## src/design/pba_pkg.sv

```systemverilog
`default_nettype none
package pba_pkg;

  // width of page numbers, page counts and search positions
  localparam int PIDX_W = 26;

  typedef enum logic [1:0] {
    OP_RESERVE = 2'd0,
    OP_FREE    = 2'd1,
    OP_ALLOC   = 2'd2,
    OP_NONE    = 2'd3
  } op_e;

  typedef enum logic [2:0] {
    STS_OK       = 3'd0,
    STS_ZERO     = 3'd1,
    STS_BEYOND   = 3'd2,
    STS_CONFLICT = 3'd3,
    STS_NOSPACE  = 3'd4
  } status_e;

  // per-request plan worked out from the captured request
  typedef struct packed {
    status_e           status;
    logic [PIDX_W-1:0] s;
    logic [PIDX_W-1:0] e;
    logic [PIDX_W-1:0] pref;
    logic [PIDX_W-1:0] need;
    logic [PIDX_W-1:0] lim;
    logic [4:0]        slog;
    logic              sub_page;
  } plan_t;

endpackage
`default_nettype wire

```

## src/design/pba_decode.sv

```systemverilog
`default_nettype none
module pba_decode import pba_pkg::*; #(
  parameter int PAGES     = 4096,
  parameter int PAGE_BITS = 12
) (
  input  op_e         operation_i,
  input  logic [31:0] byte_address_i,
  input  logic [31:0] byte_count_i,
  input  logic [4:0]  align_log2_i,
  input  logic [31:0] goal_address_i,
  input  logic [19:0] base_page_i,
  input  logic [19:0] end_page_i,
  output plan_t       plan_o
);

  localparam int XW = (PAGE_BITS + 21 > 34) ? PAGE_BITS + 21 : 34;

  logic [XW-1:0] addr_x, size_x, base_x, basep_x, goal_x, end_x, pmask, align_x;
  logic [XW-1:0] rsv_endp, rsv_s, rsv_e, fre_endp, fre_s, fre_e, e_raw;
  logic [XW-1:0] pref_b, pref_r, need_x, lim_x;
  logic [20:0]   span;
  logic          below, goal_ok;

  always_comb begin
    addr_x  = XW'(byte_address_i);
    size_x  = XW'(byte_count_i);
    goal_x  = XW'(goal_address_i);
    base_x  = XW'({base_page_i, {PAGE_BITS{1'b0}}});
    basep_x = XW'(base_page_i);
    end_x   = XW'(end_page_i);
    pmask   = XW'({PAGE_BITS{1'b1}});
    align_x = XW'(1) << align_log2_i;

    span  = {1'b0, end_page_i} - {1'b0, base_page_i};
    if (end_page_i <= base_page_i) begin
      lim_x = '0;
    end else if (XW'(span) > XW'(PAGES)) begin
      lim_x = XW'(PAGES);
    end else begin
      lim_x = XW'(span);
    end

    below    = addr_x < base_x;
    rsv_endp = (addr_x + size_x + pmask) >> PAGE_BITS;
    rsv_s    = (addr_x - base_x) >> PAGE_BITS;
    rsv_e    = (addr_x + size_x - base_x + pmask) >> PAGE_BITS;
    fre_endp = (addr_x + size_x) >> PAGE_BITS;
    fre_s    = ((addr_x + pmask) >> PAGE_BITS) - basep_x;
    fre_e    = (addr_x + size_x - base_x) >> PAGE_BITS;

    goal_ok = (goal_address_i != '0) && (goal_x >= base_x) &&
              ((goal_x >> PAGE_BITS) < end_x);
    pref_b  = goal_ok ? goal_x - base_x : '0;
    pref_r  = (pref_b + align_x - XW'(1)) & ~(align_x - XW'(1));
    need_x  = (size_x + pmask) >> PAGE_BITS;

    plan_o          = '0;
    plan_o.status   = STS_OK;
    plan_o.lim      = PIDX_W'(lim_x);
    plan_o.pref     = PIDX_W'(pref_r >> PAGE_BITS);
    plan_o.need     = PIDX_W'(need_x);
    plan_o.sub_page = align_log2_i <= 5'(PAGE_BITS);
    plan_o.slog     = (align_log2_i > 5'(PAGE_BITS)) ? align_log2_i - 5'(PAGE_BITS) : 5'd0;

    if (operation_i == OP_FREE) begin
      plan_o.s = PIDX_W'(fre_s);
      e_raw    = fre_e;
    end else begin
      plan_o.s = PIDX_W'(rsv_s);
      e_raw    = rsv_e;
    end
    plan_o.e = (e_raw > lim_x) ? PIDX_W'(lim_x) : PIDX_W'(e_raw);

    case (operation_i)
      OP_NONE: plan_o.status = STS_OK;
      OP_RESERVE: begin
        if (byte_count_i == '0) plan_o.status = STS_ZERO;
        else if (rsv_endp > end_x || below) plan_o.status = STS_BEYOND;
      end
      OP_FREE: begin
        if (byte_count_i == '0) plan_o.status = STS_ZERO;
        else if (fre_endp > end_x || below) plan_o.status = STS_BEYOND;
      end
      default: begin
        if (byte_count_i == '0) plan_o.status = STS_ZERO;
      end
    endcase
  end

endmodule
`default_nettype wire

```

## config.mk

```make
export PLATFORM = sky130hd
export DESIGN_NAME = pba_decode
export DESIGN_NICKNAME = d
export VERILOG_FILES = /design/src/design/pba_pkg.sv /design/src/design/pba_decode.sv
export SDC_FILE = /design/constraint.sdc
export NUM_CORES = 1
export LEC_CHECK = 0
export BUFFER_PORTS_ARGS = -buffer_cell sky130_fd_sc_hd__buf_2
export CAP_MARGIN = 20
export CORE_UTILIZATION = 50
export DETAILED_ROUTE_END_ITERATION = 12
export GPL_ROUTABILITY_DRIVEN = 0
export PLACE_DENSITY = 0.74
export SLEW_MARGIN = 5
export SYNTH_ARGS = -nofsm -noshare
export SYNTH_HDL_FRONTEND = slang
export SYNTH_SLANG_ARGS = --single-unit
```

## constraint.sdc

```tcl
create_clock -name vclk -period 8.4
set_clock_uncertainty 0.05 [all_clocks]
set_input_delay 0.42 -clock vclk [all_inputs]
set_output_delay 0.42 -clock vclk [all_outputs]
set_load 0.01 [all_outputs]
```

==> results.md, run 1 <==
Route:
- The detail-routed net length per standard cell is 17.78 um.
- The final wirelength is 45550 um.
- The detailed router finished its first iteration with 1143 violations.
- The ratio of routed vias to standard cells is 6.079.
- Once detail routing completed, the nets flagged for antenna violations numbered 0.
- The post-detailed-route DRC marker count is 2.
- The first TritonRoute pass finished after 9 iterations.
- Detailed routing inserted a total of 15580 vias.

Job:
- The count of max-cap constraint violations is 0.

Floorplanning:
- The number of top-level pins is 282.
- The initial utilization of the core area, before any placement, comes to 50.88%.
- The floorplan has 60 rows.
- The x dimension of the die is 167.4 um.
- Measured along the y axis, the die boundary spans 167.4 um.
- The core box area is 0.02688 mm2.
- The die outline area is 0.02801 mm2.

Final layout:
- The area of all sequential standard cells is 0 um2.
- The final-layout clock buffer total is 0.
- The fraction of final layout cells with drive strength greater than 1 is 14.43%.
- The most common cell after layout, fill and taps aside is sky130_fd_sc_hd__ha_1.
- Sequential cells placed in the final layout were counted as 0.
- Compared with the post-synthesis result, the final layout area differs by 11.63%.
- For this run, the post-layout net count is 2644.
- The layout has 2656 filler cells.
- In the final layout, the multi-input gates occupy 0.01273 mm2.
- In the layout the commonest cells are 275 x sky130_fd_sc_hd__ha_1, 254 x sky130_fd_sc_hd__buf_2, 196 x sky130_fd_sc_hd__inv_1.
- The final core utilization is 56.80%.

Timing:
- Setup repair after global routing left no endpoint under its margin.
- Setup violations remaining at the end of the flow were counted as 0.
- The worst-margin pin slew is 0.9633 ns.
- The worst slew margin relative to its limit is 35.19%.
- Adding up every negative setup slack in the final design gives 0 ns.
- The final count of hold timing violations is 0.
- The final count of pins violating max slew was 0.
- The tightest hold path in the finished design has a slack of 1.124 ns.
- The worst path in the final design needs a cycle of 7.885 ns, including I/O delays and setup.
- Derived from the worst setup path, the maximum achievable clock frequency is 126.8 MHz.
- In the finished design, the share of the clock period the worst path needs comes to 93.87%.

Global routing:
- For this run the aggregate overflow at the end of global routing stands at 0.
- The initial antenna violation count was 2.
- The number of global-route vias before repair is 14620.
- The wire length of the first global-routing pass is 71700 um.
- Entering global routing, the biggest net connects 28 pins.
- The overall fraction of global-route tracks in use is 31.30%.

Setup path:
- At the worst endpoint, the required time is 7.93 ns.
- The highest fanout seen on the critical path is 9.
- The largest individual stage delay along the critical path comes from the cell sky130_fd_sc_hd__a2111o_1.
- STA classifies the critical path startpoint as an input pin.
- The critical path is of the in -> out type.
- The worst setup path is captured at a primary output.
- At the worst endpoint, the arrival time is 7.41 ns.
- For this run, the slowest stage of the critical path takes 0.44 ns.

Run status:
- The final reports fail on design-rule violations.
- The flow ran to the end, but the final reports show violations.

Placement:
- Buffers placed on the I/O ports in this run total 254.
- The post-DP HPWL is 37870 um.

Synthesis:
- The synthesized netlist cell count is 1983.
- The average instance in the mapped netlist occupies 6.896 um2.
- The count of synthesis-stage warnings from yosys is 0.
- The portion of synthesized cell area occupied by the leading cell type is 25.16%.
- The distinct cell type count of the synthesized netlist is 92.
- After synthesis, the cell types taking the most area are sky130_fd_sc_hd__ha_1 25%, sky130_fd_sc_hd__a21oi_1 6.4%, sky130_fd_sc_hd__xnor2_1 6.1%.
- After synthesis, flip-flops and latches occupy 0% of the total area.
- Of all cell types, the one taking the most synthesized area is sky130_fd_sc_hd__ha_1.
- The synthesized netlist occupies a cell area of 0.01367 mm2.

Hold path:
- The start point of the worst hold path is byte_count_i[15].
- The worst hold path terminates at plan_o[35].
- Along the worst hold path, the cell count comes to 3.
- In this run the worst hold path is classified as in -> out.

Power:
- In this run the power density over the cells is 133.4 mW/mm2.
- The peak ir drop on the vdd network is 0.05760 mV.
- For this design the static power due to leakage is 7.747 nW.

CTS:
- Buffers inserted to repair hold after CTS numbered 0.
## report_power, final
| group | switching (mW) | leakage (nW) | internal (mW) |
|---|---|---|---|
| Sequential | 0 | 0 | 0 |
| Clock | 0 | 0.0000190 | 0.00000000429 |
| Combinational | 1.18 | 7.75 | 0.852 |
| Total | 1.18 | 7.75 | 0.852 |
## Yosys cell counts (4+ instances only)
library cell	n
sky130_fd_sc_hd__ha_1	275
sky130_fd_sc_hd__inv_1	196
sky130_fd_sc_hd__a21oi_1	174
sky130_fd_sc_hd__nand2_1	174
sky130_fd_sc_hd__nor2_1	119
sky130_fd_sc_hd__o21ai_0	108
sky130_fd_sc_hd__xnor2_1	96
sky130_fd_sc_hd__a21o_1	67
sky130_fd_sc_hd__xor2_1	65
sky130_fd_sc_hd__nand3_1	63
sky130_fd_sc_hd__nor3_1	56
sky130_fd_sc_hd__nand4_1	38
sky130_fd_sc_hd__nand2b_1	34
sky130_fd_sc_hd__o21a_1	34
sky130_fd_sc_hd__buf_4	32
sky130_fd_sc_hd__nor2b_1	31
sky130_fd_sc_hd__clkbuf_1	29
sky130_fd_sc_hd__and2_1	28
sky130_fd_sc_hd__nor4_1	25
sky130_fd_sc_hd__a31oi_1	22
sky130_fd_sc_hd__a211oi_1	21
sky130_fd_sc_hd__and3_1	21
sky130_fd_sc_hd__mux2i_1	18
sky130_fd_sc_hd__and4_1	16
sky130_fd_sc_hd__o21bai_1	16
sky130_fd_sc_hd__o211ai_1	15
sky130_fd_sc_hd__o31ai_1	14
sky130_fd_sc_hd__or3_1	13
sky130_fd_sc_hd__a21boi_0	12
sky130_fd_sc_hd__nor3b_1	12
sky130_fd_sc_hd__or2_2	12
sky130_fd_sc_hd__nand3b_1	10
sky130_fd_sc_hd__a211o_1	8
sky130_fd_sc_hd__o22ai_1	7
sky130_fd_sc_hd__a2111o_1	6
sky130_fd_sc_hd__a2111oi_0	6
sky130_fd_sc_hd__fa_1	6
sky130_fd_sc_hd__a221oi_1	5
sky130_fd_sc_hd__o2111ai_1	5
sky130_fd_sc_hd__o211a_1	5
sky130_fd_sc_hd__o31a_1	5
sky130_fd_sc_hd__o41ai_1	5
sky130_fd_sc_hd__and2b_2	4
## layout make-up
type,instances,area share [%]
diodes,3,0.04918
inverters,196,4.820
multi-input cells,1756,83.42
well taps,341,2.795
repair buffers,266,8.918
## routing by layer
layer / global-route usage (%) / wire, um / up-vias / part of all wire [%]
li1: - / - / 7669 / -
met1: 38.95 / 19160 / 7124 / 42
met2: 54.35 / 20750 / 646 / 46
met3: 3.994 / 3608 / 136 / 7.9
met4: 12.52 / 2023 / 0 / 4.4
met5: 0 / 0 / - / 0
## logic make-up (layout without fill, tap and decap cells)
kind of cell	count (synthesis)	in the layout	synth area share [%]
simple gates	676	676	25.58
compound gates	579	580	28.13
fa+ha+maj	281	281	26.04
buf+inv	262	462	8.180
xor+xnor	161	161	10.31
mux	22	22	1.702
other cells	2	39	0.05492
## through the flow
| stage | area (um2) | worst slack [ns] | std cells | total power [mW] |
|---|---|---|---|---|
| after floorplan | 13800 | 1.301 | 2017 | 1.466 |
| final | 15260 | 0.5153 | 2562 | 2.036 |
| after detailed placement | 15210 | 0.4536 | 2557 | 1.974 |
| after CTS | 15210 | 0.4151 | 2557 | 1.985 |
| after global routing | 15260 | 0.06839 | 2559 | 2.252 |
| after global placement | 15210 | 0.6791 | 2557 | 1.925 |
## timing repair
item                       4_1_cts  5_1_grt
setup buffers                    0        1
setup endpoints to repair        0       18
gates resized for setup          0        5
## how the worst max path moves through the flow
stage	start	to	slack (ns)	cells past startpoint
floorplan	byte_address_i[0]	plan_o[87]	1.30	27
CTS	byte_address_i[0]	plan_o[89]	0.42	27
finish	byte_address_i[0]	plan_o[102]	0.52	28
detailed placement	byte_address_i[0]	plan_o[89]	0.45	27
global placement	byte_address_i[0]	plan_o[89]	0.68	27
global route	byte_address_i[0]	plan_o[93]	0.07	28
## critical path, delay by kind of cell
family / cells / cell delay, ns
simple gates: 8 / 1.83
compound gates: 14 / 3.57
buf+inv: 2 / 0.24
fa+ha+maj: 4 / 1.34
Note: power is estimated with default switching activity, not from simulation.
==> run 2, diff against run 1 <==
- CORE_UTILIZATION: 50 -> 55
- PLACE_DENSITY: 0.74 -> 0.8
==> run 2 against run 1 <==
Sequential share of layout area unchanged. Global-route usage up 2.6 points. Total power up 0.56%. The run now ends clean.
==> results.md, run 2 (same netlist as run 1, synthesis figures left out) <==
Run status:
- The flow ran to the end, and the final reports show no timing, DRC or antenna violations.

Final layout:
- The fraction of final layout cells with drive strength greater than 1 is 14.42%.
- The synthesis-to-layout area growth is 11.52%.
- The most common cell after layout, fill and taps aside is sky130_fd_sc_hd__ha_1.
- The area of all sequential standard cells is 0 um2.
- The final-layout clock buffer total is 0.
- The net count of the finished layout is 2645.
- The final core utilization is 62.71%.
- Sequential cells placed in the final layout were counted as 0.
- The library cells used most frequently in the layout, excluding fill and tap cells, are 275 x sky130_fd_sc_hd__ha_1, 254 x sky130_fd_sc_hd__buf_2, 196 x sky130_fd_sc_hd__inv_1.

Floorplanning:
- The die outline area is 0.02550 mm2.
- The core box area is 0.02432 mm2.
- The vertical die dimension is 159.7 um.
- The starting density of the core is 56.23%.
- The x dimension of the die is 159.7 um.
- In this run the core area contains 57 standard-cell rows.
- 282 I/O pins were placed.

Timing:
- The worst pin sits at a relative slew slack of 37.95%.
- The final count of hold timing violations was 0.
- The worst hold margin is 1.121 ns.
- Dividing the final minimum period by the clock period gives 94.67%.
- The final count of pins violating max slew is 0.
- The setup-violating endpoint count in the final report is 0.
- Derived from the worst setup path, the maximum achievable clock frequency is 125.7 MHz.
- The clock period could shrink to 7.952 ns.
- Setup repair after global routing left no endpoint under its margin.
- The worst-margin pin slew is 0.9222 ns.
- In the final timing run, aggregate negative setup slack is 0 ns.

Power:
- The leakage power is 7.760 nW.
- VDD sags by at most 0.1076 mV.
- The portion of total power attributed to sequential cells is 0%.
- Per report_power, the combinational group accounts for 100.0% of the total.
- The cell internal power dissipation is 0.8589 mW.
- The proportion of total power due to net switching is 58.05%.
- Power spread over the standard cell area amounts to 134.3 mW/mm2.
- In this run, the clock network consumes 0% of the power.
- The analysis attributes to net switching a power of 1.189 mW.

Global routing:
- Global routing consumed, on the met3 layer, 3.792% of the routing resources.
- For met2 alone, demand over resource in global routing was 58.32%.
- For this run the aggregate overflow at the end of global routing stands at 0.
- The wire length of the first global-routing pass is 71240 um.
- Global routing used 33.85% of the available tracks.
- Entering global routing, the biggest net connects 28 pins.
- After global routing, the most crowded layer is met2.
- The met1 track demand over resource is 41.96%.
- The initial antenna violation count is 1.
- The number of global-route vias before repair is 14530.

Route:
- The count of nets left with antenna violations once routing finished came out at 0.
- Dividing the detail-routed wire length by the instance count gives 17.72 um.
- The detailed router finished its first iteration with 1228 violations.
- The post-detailed-route DRC marker count is 0.
- Using the TritonRoute via totals, the vias-per-cell ratio works out to 6.205.
- The final route contains 15800 vias.
- The first detailed-routing pass ran for 8 iterations.
- The final wirelength is 45100 um.

Job:
- Across the run, the number of max-cap violations was 0.

Setup path:
- The worst setup path is of the in -> out kind.
- The highest fanout seen on the critical path is 13.
- The critical path endpoint category is a primary output.
- The required time at the worst-slack endpoint is 7.93 ns.
- STA classifies the critical path startpoint as an input pin.
- STA puts the critical path data arrival time at 7.48 ns.

Hold path:
- The kind of path behind the tightest hold check is in -> out.

Placement:
- The count of input and output buffers is 254.
- Detailed placement finished with a half-perimeter wire length of 37490 um.

CTS:
- For this design, the CTS-stage hold fixing added 0 buffers.
==> run 2: cell count changes in the layout (fill, tap and decap cells not counted), sizes merged <==
cell	before	now
buf	266	268
o31ai	16	15
==> run 2: path summary, 6_finish.rpt <==
check	start	end	slack [ns]	cells past startpoint
worst max-delay path	byte_address_i[0]	plan_o[95]	0.45	28
worst min-delay path	byte_count_i[15]	plan_o[35]	1.12	3
==> run 2: cell type report <==
class | instances | area [um2]
Timing Repair Buffer | 268 | 1389
Inverter | 196 | 735.7
Antenna cell | 3 | 7.507
Fill cell | 2268 | 9070
Multi-Input combinational cell | 1755 | 12710
Tap cell | 324 | 405.4
==> run 2: timing repair <==
| item | 4_1_cts | 5_1_grt |
|---|---|---|
| setup endpoints to repair | 0 | 19 |
| gates resized for setup | 0 | 6 |
| setup buffers | 0 | 2 |
==> run 2: through the flow <==
step / area (um2) / instances / power (mW) / setup slack, ns
detailed placement: 15190 / 2541 / 1.976 / 0.4246
CTS: 15190 / 2541 / 1.988 / 0.3796
floorplan: 13800 / 2017 / 1.466 / 1.301
global route: 15240 / 2543 / 2.253 / 0.02408
finish: 15250 / 2546 / 2.047 / 0.4476
global placement: 15190 / 2541 / 1.916 / 0.7218
==> run 2: layer usage <==
layer / share of wire (%) / up-vias
met5: 0 / -
met4: 5.3 / 0
met3: 8.3 / 160
met2: 46 / 738
met1: 40 / 7230
li1: - / 7669
==> run 2: power by group through the flow <==
stage | logic (mW) | clock network [mW] | registers [mW]
6_report | 2.05 | 0.00000000494 | 0
5_1_grt | 2.25 | 0 | 0
2_1_floorplan | 1.47 | 0 | 0
3_3_place_gp | 1.92 | 0 | 0
3_5_place_dp | 1.98 | 0 | 0
4_1_cts | 1.99 | 0 | 0
==> run 2: critical path, cell delays in order <==
cell	delay [ns]
sky130_fd_sc_hd__buf_2	0.11
sky130_fd_sc_hd__ha_1	0.22
sky130_fd_sc_hd__fa_1	0.42
sky130_fd_sc_hd__a21oi_2	0.25
sky130_fd_sc_hd__o21a_1	0.19
sky130_fd_sc_hd__a211o_1	0.16
sky130_fd_sc_hd__and2_1	0.24
sky130_fd_sc_hd__nor4b_1	0.08
sky130_fd_sc_hd__or3_1	0.44
sky130_fd_sc_hd__ha_1	0.40
sky130_fd_sc_hd__a211o_1	0.36
sky130_fd_sc_hd__a2111o_1	0.37
sky130_fd_sc_hd__o311ai_1	0.19
sky130_fd_sc_hd__o2111a_1	0.31
sky130_fd_sc_hd__o2111ai_1	0.18
sky130_fd_sc_hd__a2111oi_4	0.35
sky130_fd_sc_hd__and2_1	0.26
sky130_fd_sc_hd__nor2_1	0.06
sky130_fd_sc_hd__ha_1	0.28
sky130_fd_sc_hd__nand4_1	0.17
sky130_fd_sc_hd__o41ai_1	0.49
sky130_fd_sc_hd__o311ai_0	0.19
sky130_fd_sc_hd__a221oi_1	0.29
sky130_fd_sc_hd__o221ai_1	0.25
sky130_fd_sc_hd__o31ai_4	0.15
sky130_fd_sc_hd__buf_12	0.19
sky130_fd_sc_hd__mux2_4	0.30
sky130_fd_sc_hd__buf_2	0.14
